--- config.mk ---
export PLATFORM = sky130hd
export DESIGN_NAME = lcd_four_bit_write_sequencer
export DESIGN_NICKNAME = d
export VERILOG_FILES = /design/src/hdl/lcd4_pkg.sv /design/src/hdl/lcd_four_bit_write_sequencer.sv /design/src/hdl/lcd4_cfg_regs.sv /design/src/hdl/lcd4_useq.sv
export VERILOG_INCLUDE_DIRS = /design/src /design/src/hdl
export SDC_FILE = /design/constraint.sdc
export NUM_CORES = 1
export LEC_CHECK = 0
export ABC_AREA = 1
export ABC_CLOCK_PERIOD_IN_PS = 2250
export BUFFER_PORTS_ARGS = -buffer_cell sky130_fd_sc_hd__buf_2
export CAP_MARGIN = 10
export CORE_MARGIN = 2
export CORE_UTILIZATION = 57
export DETAILED_ROUTE_END_ITERATION = 6
export PLACE_DENSITY = 0.8
export SKIP_LAST_GASP = 1
export SLEW_MARGIN = 0
export SYNTH_ARGS = -nofsm -noshare
export SYNTH_HDL_FRONTEND = slang
export SYNTH_HIERARCHICAL = 1
export SYNTH_SLANG_ARGS = --single-unit
--- constraint.sdc ---
create_clock -name i_clk -period 2.25 [get_ports i_clk]
set_input_delay 0.3375 -clock i_clk [delete_from_list [all_inputs] [get_ports i_clk]]
set_output_delay 0.3375 -clock i_clk [all_outputs]
set_load 0.03 [all_outputs]
--- src/hdl/lcd_four_bit_write_sequencer_macros.svh ---
// assertion macros shared by the lcd four-bit write sequencer rtl
// no dependencies; expects i_clk and i_rst_n in the including module
`ifndef LCD_FOUR_BIT_WRITE_SEQUENCER_MACROS_SVH
`define LCD_FOUR_BIT_WRITE_SEQUENCER_MACROS_SVH

// same-cycle implication, checked outside reset
`define LCD4_ASSERT_NOW(lbl, ante, cons, msg) \
    lbl: assert property (@(posedge i_clk) disable iff (!i_rst_n) (ante) |-> (cons)) \
        else $error(msg);

// next-cycle implication, checked outside reset
`define LCD4_ASSERT_NEXT(lbl, ante, cons, msg) \
    lbl: assert property (@(posedge i_clk) disable iff (!i_rst_n) (ante) |=> (cons)) \
        else $error(msg);

`endif

--- src/hdl/lcd4_pkg.sv ---
// types, codes and microcode rom for the lcd four-bit write sequencer
// no dependencies
package lcd4_pkg;

    // request opcodes
    typedef enum logic [2:0] {
        OP_CMD    = 3'd0,
        OP_DATA   = 3'd1,
        OP_CURSOR = 3'd2,
        OP_INIT   = 3'd3,
        OP_CLEAR  = 3'd4
    } t_op;

    // configuration register indexes
    typedef enum logic [2:0] {
        RA_ENABLE  = 3'd0,
        RA_NIBBLE  = 3'd1,
        RA_BYTE    = 3'd2,
        RA_POWERUP = 3'd3,
        RA_CLEAR   = 3'd4
    } t_reg;

    // register reset values in microseconds
    localparam logic [15:0] RST_ENABLE_US  = 16'd1;
    localparam logic [15:0] RST_NIBBLE_US  = 16'd100;
    localparam logic [15:0] RST_BYTE_US    = 16'd2000;
    localparam logic [15:0] RST_POWERUP_US = 16'd20000;
    localparam logic [15:0] RST_CLEAR_US   = 16'd3000;

    // cursor address bases for rows one and two
    localparam logic [3:0] CURSOR_ROW1_HI = 4'h8;
    localparam logic [3:0] CURSOR_ROW2_HI = 4'hC;
    localparam logic [1:0] ROW_ONE        = 2'd1;
    localparam logic [1:0] ROW_TWO        = 2'd2;

    // nibble source of a step
    typedef enum logic [1:0] {
        NS_REQ_HI = 2'd0,
        NS_REQ_LO = 2'd1,
        NS_CONST  = 2'd2
    } t_nsrc;

    // hold time source of a step
    typedef enum logic [2:0] {
        HS_EN   = 3'd0,
        HS_NIB  = 3'd1,
        HS_BYTE = 3'd2,
        HS_PWR  = 3'd3,
        HS_CLR  = 3'd4
    } t_hsel;

    // one microcode word = one pin step
    typedef struct packed {
        t_nsrc      nsrc;
        logic [3:0] nib;
        logic       en;
        t_hsel      hsel;
        logic       last;
    } t_uword;

    // configuration register file contents
    typedef struct packed {
        logic [15:0] en_us;
        logic [15:0] nib_us;
        logic [15:0] byte_us;
        logic [15:0] pwr_us;
        logic [15:0] clr_us;
    } t_cfg;

    // program counter and entry points
    localparam int UROM_DEPTH = 34;
    localparam int UA_W       = $clog2(UROM_DEPTH);
    localparam logic [UA_W-1:0] UA_REQ   = UA_W'(0);
    localparam logic [UA_W-1:0] UA_INIT  = UA_W'(4);
    localparam logic [UA_W-1:0] UA_CLEAR = UA_W'(25);
    localparam logic [UA_W-1:0] UA_LAST  = UA_W'(UROM_DEPTH - 1);

    // request handed from the front end to the sequencer
    typedef struct packed {
        logic            start;
        logic [UA_W-1:0] entry;
        logic [7:0]      byte_val;
        logic            rs;
    } t_req;

    // microcode program
    localparam t_uword UROM [UROM_DEPTH] = '{
        // request byte: command, data or cursor address
        '{NS_REQ_HI, 4'h0, 1'b1, HS_EN,   1'b0},
        '{NS_REQ_HI, 4'h0, 1'b0, HS_NIB,  1'b0},
        '{NS_REQ_LO, 4'h0, 1'b1, HS_EN,   1'b0},
        '{NS_REQ_LO, 4'h0, 1'b0, HS_BYTE, 1'b1},
        // init: power-up wait
        '{NS_CONST,  4'h0, 1'b0, HS_PWR,  1'b0},
        // init: return home
        '{NS_CONST,  4'h0, 1'b1, HS_EN,   1'b0},
        '{NS_CONST,  4'h0, 1'b0, HS_NIB,  1'b0},
        '{NS_CONST,  4'h2, 1'b1, HS_EN,   1'b0},
        '{NS_CONST,  4'h2, 1'b0, HS_BYTE, 1'b0},
        // init: function set, 4-bit two lines
        '{NS_CONST,  4'h2, 1'b1, HS_EN,   1'b0},
        '{NS_CONST,  4'h2, 1'b0, HS_NIB,  1'b0},
        '{NS_CONST,  4'h8, 1'b1, HS_EN,   1'b0},
        '{NS_CONST,  4'h8, 1'b0, HS_BYTE, 1'b0},
        // init: display on
        '{NS_CONST,  4'h0, 1'b1, HS_EN,   1'b0},
        '{NS_CONST,  4'h0, 1'b0, HS_NIB,  1'b0},
        '{NS_CONST,  4'hC, 1'b1, HS_EN,   1'b0},
        '{NS_CONST,  4'hC, 1'b0, HS_BYTE, 1'b0},
        // init: clear
        '{NS_CONST,  4'h0, 1'b1, HS_EN,   1'b0},
        '{NS_CONST,  4'h0, 1'b0, HS_NIB,  1'b0},
        '{NS_CONST,  4'h1, 1'b1, HS_EN,   1'b0},
        '{NS_CONST,  4'h1, 1'b0, HS_BYTE, 1'b0},
        // init: cursor to row one column two
        '{NS_CONST,  4'h8, 1'b1, HS_EN,   1'b0},
        '{NS_CONST,  4'h8, 1'b0, HS_NIB,  1'b0},
        '{NS_CONST,  4'h2, 1'b1, HS_EN,   1'b0},
        '{NS_CONST,  4'h2, 1'b0, HS_BYTE, 1'b1},
        // clear: clear command
        '{NS_CONST,  4'h0, 1'b1, HS_EN,   1'b0},
        '{NS_CONST,  4'h0, 1'b0, HS_NIB,  1'b0},
        '{NS_CONST,  4'h1, 1'b1, HS_EN,   1'b0},
        '{NS_CONST,  4'h1, 1'b0, HS_BYTE, 1'b0},
        // clear: extra wait with pins as left
        '{NS_CONST,  4'h1, 1'b0, HS_CLR,  1'b0},
        // clear: home to row one
        '{NS_CONST,  4'h8, 1'b1, HS_EN,   1'b0},
        '{NS_CONST,  4'h8, 1'b0, HS_NIB,  1'b0},
        '{NS_CONST,  4'h0, 1'b1, HS_EN,   1'b0},
        '{NS_CONST,  4'h0, 1'b0, HS_BYTE, 1'b1}
    };

endpackage

--- src/hdl/lcd_four_bit_write_sequencer.sv ---
// top level of the four-bit lcd write sequencer: request decode, registers, sequencer
// depends on lcd4_pkg, lcd4_cfg_regs and lcd4_useq
//
// channel   dir  handshake                  beat
// request   in   i_in_valid / o_in_stall    opcode, value_byte, row, column
// pin step  out  o_out_valid / i_out_stall  data_nibble, reg_select, enable, hold_us, last
// config    in   apb psel/penable/pready    five 16-bit hold times
//
// one pin step leaves the microcode step counter per clock while the output is free.
// o_in_stall is high while a program runs; the next request is taken in the cycle
// after the final step is loaded, even if that step still waits at the output.
// set cursor on rows 0 or 3 and unknown opcodes are taken and give no steps.
// reset is synchronous, active low, and restores the default hold times.
module lcd_four_bit_write_sequencer
    import lcd4_pkg::*;
(
    input  logic        i_clk,
    input  logic        i_rst_n,
    input  logic        i_in_valid,
    output logic        o_in_stall,
    input  logic [2:0]  i_opcode,
    input  logic [7:0]  i_value_byte,
    input  logic [1:0]  i_row,
    input  logic [7:0]  i_column,
    output logic        o_out_valid,
    input  logic        i_out_stall,
    output logic [3:0]  o_data_nibble,
    output logic        o_reg_select,
    output logic        o_enable,
    output logic [15:0] o_hold_us,
    output logic        o_last,
    input  logic        psel,
    input  logic        penable,
    input  logic        pwrite,
    input  logic [4:0]  paddr,
    input  logic [31:0] pwdata,
    output logic [31:0] prdata,
    output logic        pready
);

    t_cfg cfg;
    t_req req;
    logic busy;
    logic acc;
    t_op  op;

    assign op         = t_op'(i_opcode);
    assign acc        = i_in_valid && !busy;
    assign o_in_stall = busy;

    // request decode into entry point and byte
    always_comb begin
        req.start    = 1'b0;
        req.entry    = UA_REQ;
        req.byte_val = i_value_byte;
        req.rs       = 1'b0;
        case (op)
            OP_CMD: begin
                req.start = acc;
            end
            OP_DATA: begin
                req.start = acc;
                req.rs    = 1'b1;
            end
            OP_CURSOR: begin
                req.start    = acc && (i_row == ROW_ONE || i_row == ROW_TWO);
                req.byte_val = {(i_row == ROW_ONE) ? CURSOR_ROW1_HI : CURSOR_ROW2_HI,
                                i_column[3:0]};
            end
            OP_INIT: begin
                req.start = acc;
                req.entry = UA_INIT;
            end
            OP_CLEAR: begin
                req.start = acc;
                req.entry = UA_CLEAR;
            end
            default: ;
        endcase
    end

    lcd4_cfg_regs u_cfg (
        .i_clk   (i_clk),
        .i_rst_n (i_rst_n),
        .psel    (psel),
        .penable (penable),
        .pwrite  (pwrite),
        .paddr   (paddr),
        .pwdata  (pwdata),
        .prdata  (prdata),
        .pready  (pready),
        .o_cfg   (cfg)
    );

    lcd4_useq u_seq (
        .i_clk         (i_clk),
        .i_rst_n       (i_rst_n),
        .i_req         (req),
        .i_cfg         (cfg),
        .o_busy        (busy),
        .o_out_valid   (o_out_valid),
        .i_out_stall   (i_out_stall),
        .o_data_nibble (o_data_nibble),
        .o_reg_select  (o_reg_select),
        .o_enable      (o_enable),
        .o_hold_us     (o_hold_us),
        .o_last        (o_last)
    );

endmodule

--- src/hdl/lcd4_cfg_regs.sv ---
// apb register file holding the lcd timing values
// depends on lcd4_pkg
module lcd4_cfg_regs
    import lcd4_pkg::*;
(
    input  logic        i_clk,
    input  logic        i_rst_n,
    input  logic        psel,
    input  logic        penable,
    input  logic        pwrite,
    input  logic [4:0]  paddr,
    input  logic [31:0] pwdata,
    output logic [31:0] prdata,
    output logic        pready,
    output t_cfg        o_cfg
);

    t_cfg r_cfg;
    logic wr;
    t_reg idx;

    assign pready = 1'b1;
    assign wr     = psel && penable && pwrite;
    assign idx    = t_reg'(paddr[4:2]);

    // register writes, out-of-range addresses ignored
    always_ff @(posedge i_clk) begin
        if (!i_rst_n) begin
            r_cfg.en_us   <= RST_ENABLE_US;
            r_cfg.nib_us  <= RST_NIBBLE_US;
            r_cfg.byte_us <= RST_BYTE_US;
            r_cfg.pwr_us  <= RST_POWERUP_US;
            r_cfg.clr_us  <= RST_CLEAR_US;
        end else if (wr) begin
            case (idx)
                RA_ENABLE:  r_cfg.en_us   <= pwdata[15:0];
                RA_NIBBLE:  r_cfg.nib_us  <= pwdata[15:0];
                RA_BYTE:    r_cfg.byte_us <= pwdata[15:0];
                RA_POWERUP: r_cfg.pwr_us  <= pwdata[15:0];
                RA_CLEAR:   r_cfg.clr_us  <= pwdata[15:0];
                default: ;
            endcase
        end
    end

    // read mux
    always_comb begin
        case (idx)
            RA_ENABLE:  prdata = {16'd0, r_cfg.en_us};
            RA_NIBBLE:  prdata = {16'd0, r_cfg.nib_us};
            RA_BYTE:    prdata = {16'd0, r_cfg.byte_us};
            RA_POWERUP: prdata = {16'd0, r_cfg.pwr_us};
            RA_CLEAR:   prdata = {16'd0, r_cfg.clr_us};
            default:    prdata = 32'd0;
        endcase
    end

    assign o_cfg = r_cfg;

endmodule

--- src/hdl/lcd4_useq.sv ---
// microcode step counter, pin-step datapath and output register
// depends on lcd4_pkg and lcd_four_bit_write_sequencer_macros.svh
module lcd4_useq
    import lcd4_pkg::*;
(
    input  logic        i_clk,
    input  logic        i_rst_n,
    input  t_req        i_req,
    input  t_cfg        i_cfg,
    output logic        o_busy,
    output logic        o_out_valid,
    input  logic        i_out_stall,
    output logic [3:0]  o_data_nibble,
    output logic        o_reg_select,
    output logic        o_enable,
    output logic [15:0] o_hold_us,
    output logic        o_last
);

    `include "lcd_four_bit_write_sequencer_macros.svh"

    logic            r_busy;
    logic [UA_W-1:0] r_pc;
    logic [7:0]      r_byte;
    logic            r_rs;
    logic            r_out_valid;
    logic [3:0]      r_nib;
    logic            r_rsel;
    logic            r_en;
    logic [15:0]     r_hold;
    logic            r_last;

    t_uword          w;
    logic            load;
    logic [3:0]      step_nib;
    logic [15:0]     step_hold;

    // fetch the current control word
    assign w    = UROM[r_pc];
    assign load = r_busy && (!r_out_valid || !i_out_stall);

    // nibble select
    always_comb begin
        case (w.nsrc)
            NS_REQ_HI: step_nib = r_byte[7:4];
            NS_REQ_LO: step_nib = r_byte[3:0];
            default:   step_nib = w.nib;
        endcase
    end

    // hold time select
    always_comb begin
        case (w.hsel)
            HS_EN:   step_hold = i_cfg.en_us;
            HS_NIB:  step_hold = i_cfg.nib_us;
            HS_BYTE: step_hold = i_cfg.byte_us;
            HS_PWR:  step_hold = i_cfg.pwr_us;
            HS_CLR:  step_hold = i_cfg.clr_us;
            default: step_hold = i_cfg.en_us;
        endcase
    end

    // step counter and control state
    always_ff @(posedge i_clk) begin
        if (!i_rst_n) begin
            r_busy      <= 1'b0;
            r_pc        <= UA_REQ;
            r_out_valid <= 1'b0;
        end else begin
            if (i_req.start) begin
                r_busy <= 1'b1;
                r_pc   <= i_req.entry;
            end else if (load) begin
                r_busy <= !w.last;
                r_pc   <= r_pc + UA_W'(1);
            end
            if (load) begin
                r_out_valid <= 1'b1;
            end else if (!i_out_stall) begin
                r_out_valid <= 1'b0;
            end
        end
    end

    // request latch and output beat payload
    always_ff @(posedge i_clk) begin
        if (i_req.start) begin
            r_byte <= i_req.byte_val;
            r_rs   <= i_req.rs;
        end
        if (load) begin
            r_nib  <= step_nib;
            r_rsel <= r_rs;
            r_en   <= w.en;
            r_hold <= step_hold;
            r_last <= w.last;
        end
    end

    assign o_busy        = r_busy;
    assign o_out_valid   = r_out_valid;
    assign o_data_nibble = r_nib;
    assign o_reg_select  = r_rsel;
    assign o_enable      = r_en;
    assign o_hold_us     = r_hold;
    assign o_last        = r_last;

    // a program only starts from idle
    `LCD4_ASSERT_NOW(a_start_idle, i_req.start, !r_busy, "start while sequencer busy")
    // the step counter stays inside the program
    `LCD4_ASSERT_NOW(a_pc_range, r_busy, r_pc <= UA_LAST, "step counter out of range")
    // start jumps to the entry point
    `LCD4_ASSERT_NEXT(a_entry, i_req.start, r_busy && r_pc == $past(i_req.entry),
        "entry jump missed")
    // issuing a final step ends the program
    `LCD4_ASSERT_NEXT(a_last_ends, load && w.last, !r_busy && r_out_valid && r_last,
        "final step did not end the program")

endmodule
==> impl_metrics.toml <==
[drt]
vias = 7168
drtIter0Drc = 854
ant_nets = 0
firstDrtPassIters = 6
drc = 0
wirelength_mm = 20.3
vias_per_cell = 5.60
avgRoutedWirePerCell_um = 15.8

[logic_synthesis]
ys.warnings.count = 6
syn_area_per_cell_um2 = 6.80
synth_top_family_by_area = "simple AND/OR/NAND/NOR gates"
yosys.area_share.simple_pct = 45.6
netlist_area_um2 = 6970
synth_cells = 1025
synth_xor_area_share_pct = 0.251
synth_seq_cells = 120
synthDistinctLibCells = 37
ys_seq_area_share_pct = 39.0
synth-compound-area-share_pct = 2.78
synthTopCellsByArea = "dfxtp_1 (25%), nand2_1 (18%), edfxtp_1 (14%)"
synth.area.mux_share_pct = 0
synth_fa_ha_area_share_pct = 1.61
synth_top_area_share_pct = 25.3
synth_top_area_cell = "dfxtp_1"

[critical_path]
cp.required_ns = 2.39
crit_fanout = 5
crit_type = "flip-flop to flip-flop"
critPathLaunchType = "flip-flop"
cp.arrival_ns = 2.26
crit_path_end_kind = "flip-flop"

[cells_and_area]
final_common_cell = "nand2_1"
area_growth_pct = 18.1
finalInstanceArea_um2 = 8240
regArea_um2 = 2720
multiInputGateArea_um2 = 3580
insertedDiodeCount = 0
finish.utilization_pct = 68.8
finalNonFillerCells = 1280
nets = 1194
final_cell_mix = "nand2_1 (329), nor2_1 (172), nand3_1 (164), dfxtp_1 (87), buf_2 (83)"
layout-drive-gt1-share_pct = 17.6
num-fill-cells = 1018

[placement]
hpwl_mm = 13.7
dp_cells = 1248
place_area_um2 = 7630
place.gp.congestion = 0.909
pre_cts_ws_ns = 0.172
portBuffers = 83

[clock_network]
clkSinkCount = 120
cts_tree = "yes"
htreeDepth = 4
insertion_delay_ns = 0.43
post_cts_buffers = 0
cts_buffers = 17
cts_buffer_depth = 2
cts.reportedPaths.clkPinSlew_ns = 0.06
cts-root-buf = "clkbuf_16"

[floorplanning]
die_y_um = 115
die_w_um = 115
dieArea_um2 = 13100
row_count = 40
io_pins = 123
start_util_pct = 58.3
core_area_um2 = 12000

[sta]
holdWs_ns = 0.143
worstMarginPinSlew_ns = 0.865
rsz0062_at_grt = "false"
setup_slack_ns = 0.138
finalSetupViolations = 0
hold_viol = 0
finalMaxSlewViolations = 0
finalSetupTns_ns = 0
period_needed_ns = 2.11
fin_skew_ns = 0.00716
max_slew_margin_pct = 42.3
fmax_mhz = 474
period_share_pct = 93.9

[min_path]
hp-class = "input port to flip-flop"

[power]
p_per_area_nw_per_um2 = 789
peakVddDrop_mv = 0.435
finalPower_mw = 6.50
p_leak_nw = 4.07

[global_routing]
antenna_found_initial = 0
grt_pass1_wl_mm = 32.2
grtUsageTotal_pct = 31.7
grt_pass1_vias = 6494
grt_max_degree = 33
grt_remaining_overflow = 0

[outcome]
status = "finished clean"

[flow_run]
drv_cap = 0
## repair_timing
item,4_1_cts,5_1_grt
hold buffers,0,0
endpoints found under the setup margin,0,5
resized for setup,0,1
## synth_stat cells (all sizes together)
| cell | n |
|---|---|
| o211ai | 2 |
| xor2 | 2 |
| nor3 | 1 |
| o21ai | 10 |
| o311ai | 2 |
| conb | 3 |
| nand3 | 171 |
| clkinv | 2 |
| dfxtp | 88 |
| a31oi | 2 |
| nand4 | 26 |
| o221ai | 2 |
| nor2 | 187 |
| a21oi | 14 |
| nor4 | 1 |
| inv | 65 |
| ha | 9 |
| or2 | 1 |
| buf | 63 |
| nand2 | 334 |
| edfxtp | 32 |
| clkbuf | 8 |
## path summary, 6_finish.rpt
kind,start,end,slack [ns],cells past startpoint
min reg2reg,u_seq/r_rs,u_seq/o_reg_select,0.44,0
max reg2reg,u_seq/r_pc[1],u_seq/o_hold_us[4],0.14,12
min,pwdata[14],u_cfg/o_cfg[30],0.14,3
max,u_seq/r_pc[1],u_seq/o_hold_us[4],0.14,12
## metal layers
metal | wire length [um] | global-route usage [%] | vias to the layer above | share of wire (%)
li1 | - | - | 3447 | -
met1 | 8160 | 41.7 | 3235 | 40
met2 | 9240 | 50.7 | 415 | 46
met3 | 2240 | 6.51 | 71 | 11
met4 | 628 | 13.4 | 0 | 3.1
met5 | 0 | 0 | - | 0
## registers in the layout (all words and copies together) (netlist names), 4 cells and up
register,cells
u_cfg/o_cfg,80
u_seq/o_hold_us,16
u_seq/r_byte,8
u_seq/r_pc,6
u_seq/o_data_nibble,4
## power by group
part | internal [mW] | leakage (nW) | switching (mW)
Combinational | 0.410 | 2.76 | 0.946
Sequential | 2.33 | 1.02 | 0.0510
Clock | 1.74 | 0.285 | 1.03
## area by class of cell
type / count / share of cell area (%)
timing repair buffer: 131 / 10.8
clock inverter: 15 / 2.16
multi-input combinational: 783 / 43.4
inverter: 67 / 3.14
tap: 147 / 2.23
clock buffer: 17 / 5.17
sequential: 120 / 33.1
## cell families after synthesis
group                      Yosys count
AOI/OAI and AO/OA                   32
xor gates and xnor gates             2
adders and majority gates            9
buffers and inverters              138
DFF                                120
other                                3
and+or+nand+nor                    721
## worst max-delay path: stages, from the launching register on
cell	delay (ns)
dfxtp_1	0.36
inv_1	0.15
ha_1	0.19
inv_1	0.07
a21oi_1	0.28
nand2_1	0.09
nand2_1	0.11
nor2_4	0.08
buf_4	0.17
nand2_1	0.06
nand2_1	0.05
nor2_1	0.09
nand2_1	0.13
Power figures use the tool's default switching activity.
